==> src/design/command_line_tokenizer_unit_macros.svh <==
// Assertion macros used by the lexer (clt_lexer) of the command-line tokenizer.
// Every macro samples on clk and is disabled while rst is high.
`ifndef COMMAND_LINE_TOKENIZER_UNIT_MACROS_SVH
`define COMMAND_LINE_TOKENIZER_UNIT_MACROS_SVH

// The consequent must hold in the same cycle as the antecedent.
`define CLT_ASSERT_SAME(lbl, ante, cons) \
  lbl: assert property (@(posedge clk) disable iff (rst) (ante) |-> (cons)) \
    else $error("command line tokenizer: same-cycle check failed");

// The consequent must hold in the cycle after the antecedent.
`define CLT_ASSERT_NEXT(lbl, ante, cons) \
  lbl: assert property (@(posedge clk) disable iff (rst) (ante) |=> (cons)) \
    else $error("command line tokenizer: next-cycle check failed");

`endif

==> src/design/clt_pkg.sv <==
// Shared types and constants of the command-line tokenizer.
// No dependencies; clt_lexer, the top level and the testbench import this package.
package clt_pkg;

  // Largest number of arguments counted in one command (legal range 1 to 7).
  localparam int unsigned MaxArgs = 7;
  // The count field is three bits wide, so the usable limit saturates at 7.
  localparam logic [2:0] CountLimit = (MaxArgs < 7) ? 3'(MaxArgs) : 3'd7;

  localparam logic [7:0] ChNul       = 8'h00;
  localparam logic [7:0] ChSemi      = 8'h3B;
  localparam logic [7:0] ChQuote     = 8'h22;
  localparam logic [7:0] ChSpace     = 8'h20;
  localparam logic [7:0] ChTab       = 8'h09;
  localparam logic [7:0] ChBackslash = 8'h5C;

  typedef enum logic [1:0] {
    BEGIN_NONE   = 2'd0,
    BEGIN_BARE   = 2'd1,
    BEGIN_QUOTED = 2'd2
  } begin_code_t;

  typedef enum logic [1:0] {
    END_NONE = 2'd0,
    END_SEMI = 2'd1,
    END_LINE = 2'd2
  } end_code_t;

  typedef struct packed {
    logic [7:0]  out_char;
    begin_code_t begins_arg;
    end_code_t   ends_command;
    logic [2:0]  arg_count;
    logic        overflow;
  } tok_t;

endpackage

==> src/design/clt_if.sv <==
// Valid/ready channel interfaces of the command-line tokenizer.
// Depends on nothing but plain logic types.
interface clt_cmd_if;
  logic       valid;
  logic       ready;
  logic [7:0] in_char;

  modport source (output valid, output in_char, input ready);
  modport sink (input valid, input in_char, output ready);
endinterface

interface clt_tok_if;
  logic       valid;
  logic       ready;
  logic [7:0] out_char;
  logic [1:0] begins_arg;
  logic [1:0] ends_command;
  logic [2:0] arg_count;
  logic       overflow;

  modport source (
    output valid, output out_char, output begins_arg, output ends_command,
    output arg_count, output overflow, input ready
  );
  modport sink (
    input valid, input out_char, input begins_arg, input ends_command,
    input arg_count, input overflow, output ready
  );
endinterface

==> src/design/clt_lexer.sv <==
// Lexer state and per-byte step logic of the command-line tokenizer.
// Depends on clt_pkg and command_line_tokenizer_unit_macros.svh.
`include "command_line_tokenizer_unit_macros.svh"

module clt_lexer
  import clt_pkg::*;
(
  input  logic       clk,
  input  logic       rst,
  input  logic       step,
  input  logic [7:0] step_char,
  output tok_t       result
);

  typedef enum logic [1:0] {
    LX_SPACE  = 2'd0,
    LX_TOKEN  = 2'd1,
    LX_QUOTED = 2'd2,
    LX_ESCAPE = 2'd3
  } lex_state_t;

  lex_state_t lex_state, lex_state_next;
  lex_state_t saved_state, saved_state_next;
  logic [2:0] arg_total, arg_total_next;
  logic       too_many, too_many_next;

  logic        arg_start;
  logic        can_count;
  logic [7:0]  ch;
  begin_code_t begins;
  end_code_t   ends;

  always_comb begin
    ch               = step_char;
    begins           = BEGIN_NONE;
    ends             = END_NONE;
    lex_state_next   = lex_state;
    saved_state_next = saved_state;
    arg_start        = 1'b0;
    priority if (step_char == ChNul) begin
      ends = END_LINE;
    end else if (step_char == ChSemi && lex_state != LX_QUOTED &&
                 lex_state != LX_ESCAPE) begin
      ends = END_SEMI;
      ch   = ChNul;
    end else if (lex_state == LX_ESCAPE) begin
      lex_state_next = saved_state;
    end else if (lex_state == LX_QUOTED) begin
      if (step_char == ChQuote) begin
        ch             = ChNul;
        lex_state_next = LX_SPACE;
      end
    end else if (step_char == ChSpace || step_char == ChTab) begin
      ch             = ChNul;
      lex_state_next = LX_SPACE;
    end else if (step_char == ChQuote) begin
      ch             = ChNul;
      begins         = BEGIN_QUOTED;
      arg_start      = 1'b1;
      lex_state_next = LX_QUOTED;
    end else if (step_char == ChBackslash) begin
      saved_state_next = lex_state;
      lex_state_next   = LX_ESCAPE;
    end else begin
      if (lex_state == LX_SPACE) begin
        begins    = BEGIN_BARE;
        arg_start = 1'b1;
      end
      lex_state_next = LX_TOKEN;
    end
  end

  // A start at the limit keeps the count and raises the overflow flag.
  assign can_count      = (arg_total < CountLimit);
  assign arg_total_next = (arg_start && can_count) ? arg_total + 3'd1 : arg_total;
  assign too_many_next  = too_many | (arg_start & ~can_count);

  assign result = '{
    out_char:     ch,
    begins_arg:   begins,
    ends_command: ends,
    arg_count:    arg_total_next,
    overflow:     too_many_next
  };

  always_ff @(posedge clk) begin
    if (rst) begin
      lex_state   <= LX_SPACE;
      saved_state <= LX_SPACE;
      arg_total   <= 3'd0;
      too_many    <= 1'b0;
    end else if (step) begin
      if (ends != END_NONE) begin
        lex_state   <= LX_SPACE;
        saved_state <= LX_SPACE;
        arg_total   <= 3'd0;
        too_many    <= 1'b0;
      end else begin
        lex_state   <= lex_state_next;
        saved_state <= saved_state_next;
        arg_total   <= arg_total_next;
        too_many    <= too_many_next;
      end
    end
  end

  `CLT_ASSERT_SAME(a_count_in_limit, 1'b1, arg_total <= CountLimit)
  `CLT_ASSERT_SAME(a_saved_is_plain, 1'b1, saved_state == LX_SPACE || saved_state == LX_TOKEN)
  `CLT_ASSERT_NEXT(a_end_clears, step && ends != END_NONE,
                   lex_state == LX_SPACE && arg_total == 3'd0 && !too_many)
  `CLT_ASSERT_SAME(a_start_not_end, step && begins != BEGIN_NONE, ends == END_NONE)

endmodule

==> src/design/command_line_tokenizer_unit.sv <==
// Top level of the command-line tokenizer: input register, lexer, result register.
// Depends on clt_pkg, clt_if (clt_cmd_if, clt_tok_if) and clt_lexer.

// The tokenizer takes one command-line byte per beat on cmd and returns exactly
// one result beat on tok for each: the byte (zeroed where a blank, tab, quote,
// unquoted ';' or NUL becomes a terminator), a mark where an argument begins,
// a mark where the command ends, the running argument count and an overflow
// flag. It sustains one byte per clock cycle while tok is not stalled. A byte
// is taken into the input register, and its result is registered in the
// result register once that stage is free or drains, so a stall on tok can
// hold it back. The single lexer state update lies between the input register
// and the result register. A byte can be taken while a finished result still
// waits on tok, since the input register and the result register are separate
// stages. After a ';' or NUL the lexer starts the next command from blank
// state with a zero count. Counting saturates at the package limit.
module command_line_tokenizer_unit
  import clt_pkg::*;
(
  input logic         clk,
  input logic         rst,
  clt_cmd_if.sink     cmd,
  clt_tok_if.source   tok
);

  // Input register stage.
  logic       byte_valid;
  logic [7:0] byte_q;
  // Result register stage.
  logic       res_valid;
  tok_t       res_q;

  logic advance;
  tok_t result;

  // The byte moves into the lexer whenever the result stage is free or drains.
  assign advance   = byte_valid && (!res_valid || tok.ready);
  assign cmd.ready = !byte_valid || advance;

  clt_lexer u_lexer (
    .clk       (clk),
    .rst       (rst),
    .step      (advance),
    .step_char (byte_q),
    .result    (result)
  );

  always_ff @(posedge clk) begin
    if (rst) begin
      byte_valid <= 1'b0;
      res_valid  <= 1'b0;
    end else begin
      if (cmd.ready) begin
        byte_valid <= cmd.valid;
      end
      if (advance) begin
        res_valid <= 1'b1;
      end else if (tok.ready) begin
        res_valid <= 1'b0;
      end
    end
  end

  always_ff @(posedge clk) begin
    if (cmd.valid && cmd.ready) begin
      byte_q <= cmd.in_char;
    end
    if (advance) begin
      res_q <= result;
    end
  end

  assign tok.valid        = res_valid;
  assign tok.out_char     = res_q.out_char;
  assign tok.begins_arg   = res_q.begins_arg;
  assign tok.ends_command = res_q.ends_command;
  assign tok.arg_count    = res_q.arg_count;
  assign tok.overflow     = res_q.overflow;

endmodule

==> src/flat_wrapper.sv <==
// flat-port wrapper written by rule: the top's interface ports become plain ports
module command_line_tokenizer_unit_flat import clt_pkg::*;
  (clk, rst, cmd_valid, cmd_in_char, cmd_ready, tok_valid, tok_out_char, tok_begins_arg, tok_ends_command, tok_arg_count, tok_overflow, tok_ready);
  clt_cmd_if cmd_i ();
  clt_tok_if tok_i ();
  input logic clk;
  input logic rst;
  input wire logic [$bits(cmd_i.valid)-1:0] cmd_valid;
  input wire logic [$bits(cmd_i.in_char)-1:0] cmd_in_char;
  output wire logic [$bits(cmd_i.ready)-1:0] cmd_ready;
  output wire logic [$bits(tok_i.valid)-1:0] tok_valid;
  output wire logic [$bits(tok_i.out_char)-1:0] tok_out_char;
  output wire logic [$bits(tok_i.begins_arg)-1:0] tok_begins_arg;
  output wire logic [$bits(tok_i.ends_command)-1:0] tok_ends_command;
  output wire logic [$bits(tok_i.arg_count)-1:0] tok_arg_count;
  output wire logic [$bits(tok_i.overflow)-1:0] tok_overflow;
  input wire logic [$bits(tok_i.ready)-1:0] tok_ready;
  assign cmd_i.valid = cmd_valid;
  assign cmd_i.in_char = cmd_in_char;
  assign cmd_ready = cmd_i.ready;
  assign tok_valid = tok_i.valid;
  assign tok_out_char = tok_i.out_char;
  assign tok_begins_arg = tok_i.begins_arg;
  assign tok_ends_command = tok_i.ends_command;
  assign tok_arg_count = tok_i.arg_count;
  assign tok_overflow = tok_i.overflow;
  assign tok_i.ready = tok_ready;
  command_line_tokenizer_unit u_core (.clk(clk), .rst(rst), .cmd(cmd_i), .tok(tok_i));
endmodule
==> config.mk <==
export PLATFORM = sky130hd
export DESIGN_NAME = command_line_tokenizer_unit_flat
export DESIGN_NICKNAME = d
export VERILOG_FILES = /design/src/design/clt_pkg.sv /design/src/design/clt_if.sv /design/src/design/clt_lexer.sv /design/src/design/command_line_tokenizer_unit.sv /design/src/flat_wrapper.sv
export VERILOG_INCLUDE_DIRS = /design/src /design/src/design
export SDC_FILE = /design/constraint.sdc
export NUM_CORES = 1
export LEC_CHECK = 0
export BUFFER_PORTS_ARGS = -buffer_cell sky130_fd_sc_hd__buf_4
export CAP_MARGIN = 15
export CORE_MARGIN = 10
export CORE_UTILIZATION = 50
export CTS_BUF_LIST = sky130_fd_sc_hd__clkbuf_8
export CTS_CLUSTER_SIZE = 24
export DETAILED_ROUTE_END_ITERATION = 6
export PLACE_DENSITY = 0.73
export SYNTH_ARGS = -nofsm -noshare
export SYNTH_HDL_FRONTEND = slang
export SYNTH_HIERARCHICAL = 1
export SYNTH_SLANG_ARGS = --single-unit
==> constraint.sdc <==
create_clock -name clk -period 2.72 [get_ports clk]
set_input_delay 0.272 -clock clk [delete_from_list [all_inputs] [get_ports clk]]
set_output_delay 0.272 -clock clk [all_outputs]
set_load 0.03 [all_outputs]
Word level (Yosys, flattened, before mapping)
Index checks and enable logic that the tools add are counted.

word-level totals
  register bits after elaboration = 34

cells by class
  add/subtract/negate cells = 1
  bitwise gates (word level) = 3
  reductions and logical operators = 19
  multiplexer cells = 41
  order comparisons = 1
  eq/ne operators = 16

operators with widths
  kind                   count
  $mux W8                6
  $mux W2                19
  $eq A8 B6 Y1 const B   3
  $mux W1                14
  $ne A2 B1 Y1 const B   6
  $eq A8 B4 Y1 const B   1
  $eq A8 B7 Y1 const B   1
  $logic_not A8 Y1       1
  $reduce_and A8 Y1      1
  $reduce_or A7 Y1       1
  $mux W3                2
  $reduce_bool A2 Y1     3
  $logic_and A1 B1 Y1    5
  $reduce_or A5 Y1       1
  $eq A2 B2 Y1 const B   2
  $ne A2 B2 Y1 const B   2
  $ne A4 B2 Y1 const B   1
  $reduce_and A4 Y1      1
  $add A3 B1 Y3 const B  1
  $logic_or A1 B1 Y1     3
  $lt A3 B3 Y1 const B   1
  $logic_not A1 Y1       2
  $logic_not A2 Y1       1
  $and A1 B1 Y1          1
  other kinds (2)        2

Longest topological paths before layout
  depth after elaboration = 12
  mapped depth = 8
  gate-level depth less buffers = 5

Cells and area by module
The synthesis kept the hierarchy.

modules (own cells, without submodules)
  module                       instances  cells an instance  seq. area each (µm²)  area each (µm²)
  command_line_tokenizer_unit  1          34                 760.7                 824.5
  clt_lexer                    1          104                160.2                 805.8

Worst setup path after synthesis
Ideal clock, no wire load.

  path kind = register to register
  start point = reg u_core.byte_q[7]
  end point = reg u_core.res_q, in the netlist u_core/tok.arg_count[2] (data pin)
  slack = 0.221 ns
  arrival = 2.237 ns
  cell stages (with the launch flop) = 7
  path through = edfxtp_1 -> or4_4 -> or3_1 -> buf_2 -> a221oi_4 -> nand3_1 -> mux2_1

RTL lines
  element                 line                               RTL
  from (decl)             command_line_tokenizer_unit.sv:27  logic [7:0] byte_q;
  from (signal assigned)  command_line_tokenizer_unit.sv:65  byte_q <= cmd.in_char;
  to (signal assigned)    command_line_tokenizer_unit.sv:68  res_q <= result;
  to (decl)               command_line_tokenizer_unit.sv:30  tok_t res_q;

==> impl_results.md <==
- Post-synth top area cell: edfxtp_1
- Gr usage total: 0.1162
- Yosys warns: 6
- MaxCap Viol Count: 0
- Asr flop ratio synth: 0
- Antenna violations before repair: 0
- WS Path Type: reg2reg
- Slew of the pin with the lowest slew margin: roughly 550 ps
- Clock Path Buffers: 2
- Insertion delay to the later sink of the worst-skew pair: roughly 280 ps
- Post-CTS repair timing setup buffer count: 0
- Post-synth net total: 151
- Routed vias: around 1200
- Worst vdd ir: 0.0003651 V
- Final ANT Viol Nets: 0
- 1st-pass router iterations: 4
- Final Cycle Share: 0.9587
- Hold Violations, Final: 0
- Layout fillers: approximately 260
- Reg-to-reg startpoint: u_core/byte_q[7]
- Comb power frac: 0.120
- Sw Share: 0.2395
- Hold Crit Class: in2reg
- Hold endpoint: u_core/byte_q[4]
- Final setup viols: 0
- Main synth FF type: edfxtp_1
- Core area: roughly 0.0031 sq mm
- CTS tree: done
- Synth Register Bits: 34
- Largest net degree at the start of global routing: 28
- Gr ovfl total: 0
- PnR worst setup slack: around 110 ps
- CTS Sinks: 34
- DP Worst Slack: around 140 ps
- HPWL after DPL: 2454 um
- Num rows: 20
- Post-synth cell types: 51
- Startpoint class of the critical path: register
- CTS H-tree lvls: 2
- Final min period: around 2600 ps
- Synth-to-Final Area Change: 20.72%
- Drt first-iter violations: between 100 and 150
- Cells after synthesis: 138
- Reg2Reg Setup Slack: about 110 ps
- CP arrival: about 2600 ps
- Fmax: between 0.3 and 0.4 GHz
- Max-slew headroom: 0.6356
- Port bufs: 29
- Number of I/O pins: 30
- Clock Tree Root: clkbuf_8
- DR vias/cell: roughly 5.7
- Sequential share of the synthesized area: 0.5649
- Leakage: slightly above 0.0008 uW
- Area share of the largest cell type after synthesis: 0.4421
- RSZ-0062 raised after global routing: false
- Die Area: approximately 0.006 sq mm
- Starting Density: 0.5297
- Top-count cell post-synth: edfxtp_1
- Share of cells above drive strength 1: 0.3000
- Sw Pwr: 254.0 uW
- Critical Path RT: roughly 2800 ps
- Post-route insts no fill: around 210
- Max FO, Critical Path: 6
- Count of final max-slew check failures: 0
- DRC violations left: 0
- Setup Skew: roughly 4.9 ps
- Power Density: approximately 540 mW/mm^2
- Worst Hold Launch: cmd_in_char[4]
- Post-Route WL: about 3300 um
- Clk network pwr share: 0.313
- Synth cell count leaders: edfxtp_1, dfxtp_1, inv_1, nor2_1
- Flop pwr share: 0.567
- Critical Path End Type: register
- FF-to-FF path depth: 5
- Hold Path Cell Cnt: 1
- Global-route wire length before repair: about 5700 um
- EDFF count, synth: 24
- Vias in the first global route: 1260
- Die Y-Extent: around 77 um
- CTS resizes: 0
- Placed Instances: between 200 and 250
- Area contributors post-synth: edfxtp_1, dfxtp_1, mux2_2
- Mapped cell area: between 0.0015 and 0.002 sq mm
- Hold buffer count at CTS: 0
- Die width: between 70 and 80 um
- Worst R2R End: u_core/tok.arg_count[2]
- Nets: approximately 180
- Diodes inserted: 0
- Clk pin slew, worst setup/hold paths: roughly 60 ps
- Setup TNS: 0 ps
- Routability congestion estimate: ~0.84
- Mean post-synth cell area: about 12 sq um
- Internal: 806.5 uW
- Wire per inst: between 15 and 20 um
- Number of CTS-inserted buffers: 5
- Status: finished, final reports clean
sequential cells by signal (all words and copies together), names as in the netlist, 2 cells and up:
signal and flops:
u_core/byte_q 8, u_core/u_lexer/arg_total 3, u_core/u_lexer/saved_state 2, u_core/tok.out_char 8
u_core/tok.arg_count 3, u_core/u_lexer/lex_state 2, u_core/tok.begins_arg 2, u_core/tok.ends_command 2
worst max-delay path, cell delays in order, from the launching register on:
cell      delay (ps)
edfxtp_1         400
or4_4            560
or3_1            510
a221oi_4         420
nand3_1          140
mux2_1           320
final cells by class:
| class | instances | area (sq um) | area share |
|---|---|---|---|
| Timing Repair Buffer | 33 | 247.7 | 0.1259 |
| Inverter | 7 | 26.28 | 0.01335 |
| Sequential cell | 34 | 920.9 | 0.4679 |
| Tap cell | 44 | 55.05 | 0.02797 |
| Clock inverter | 3 | 11.26 | 0.005722 |
| Multi-Input combinational cell | 88 | 638.1 | 0.3242 |
| Clock buffer | 5 | 68.82 | 0.03496 |
layer usage:
layer | track usage | wire, um | up-vias
li1 | - | - | 598
met1 | 0.1204 | 1391 | 574
met2 | 0.1973 | 1604 | 45
met3 | 0.05594 | 265 | 8
met4 | 0.04745 | 59 | 0
met5 | 0 | 0 | -
placed cells by master, fill, tap and decap left out, drive strengths merged, types with 2 or more instances in the layout:
master   n
edfxtp  24
o21ai    3
nor2b    2
buf     33
or3      2
o21bai   2
mux2     4
o211a    2
nor2     7
nor3     2
clkbuf   5
nor3b    3
o31ai    2
a41oi    2
and3     4
nor4b    2
nand3    5
dfxtp   10
a21oi    5
nor4     4
a211oi   3
and4     2
inv      9
and2     4
nand2    6
or2      2
nand2b   2
nand4    3
metrics by stage:
stage | hold slack, ps | total power, uW | instance area [sq um] | utilization
2_1_floorplan | 334.4 | 690.9 | 1630 | -
3_3_place_gp | 449.9 | 734.3 | 1888 | 0.6134
3_5_place_dp | 451.5 | 738.9 | 1888 | 0.6134
4_1_cts | 151.9 | 1075 | 1968 | 0.6394
5_1_grt | 148.6 | 1113 | 1968 | 0.6394
6_report | 163.3 | 1061 | 1968 | 0.6394
power groups by stage:
stage	clock network, uW	registers (uW)	logic, uW
after CTS	347	600	128
final	332	601	127
after detailed placement	0	611	127
after global placement	0	610	124
after global routing	371	605	138
after floorplan	0	633	58.4
how the worst max path moves through the flow:
stage / cells past startpoint / from / end / slack [ps]
floorplan: 6 / u_core/byte_q[7] / u_core/tok.arg_count[2] / 220
global placement: 5 / u_core/byte_q[7] / u_core/tok.arg_count[2] / 220
detailed placement: 5 / u_core/byte_q[7] / u_core/tok.arg_count[2] / 140
CTS: 5 / u_core/byte_q[7] / u_core/tok.arg_count[2] / 130
global route: 5 / u_core/byte_q[4] / u_core/tok.arg_count[2] / 40
finish: 5 / u_core/byte_q[7] / u_core/tok.arg_count[2] / 110
kinds of logic (layout without fill, tap and decap cells):
group,after synthesis,count (layout),share of synthesized area
adders and majority gates,1,1,0.007673
muxes,4,4,0.02763
and+or+nand+nor,55,55,0.2141
buffers and inverters,16,48,0.04375
AOI/OAI and AO/OA,28,28,0.1420
DFF,34,34,0.5648
Note: power is estimated with default switching activity, not from simulation.
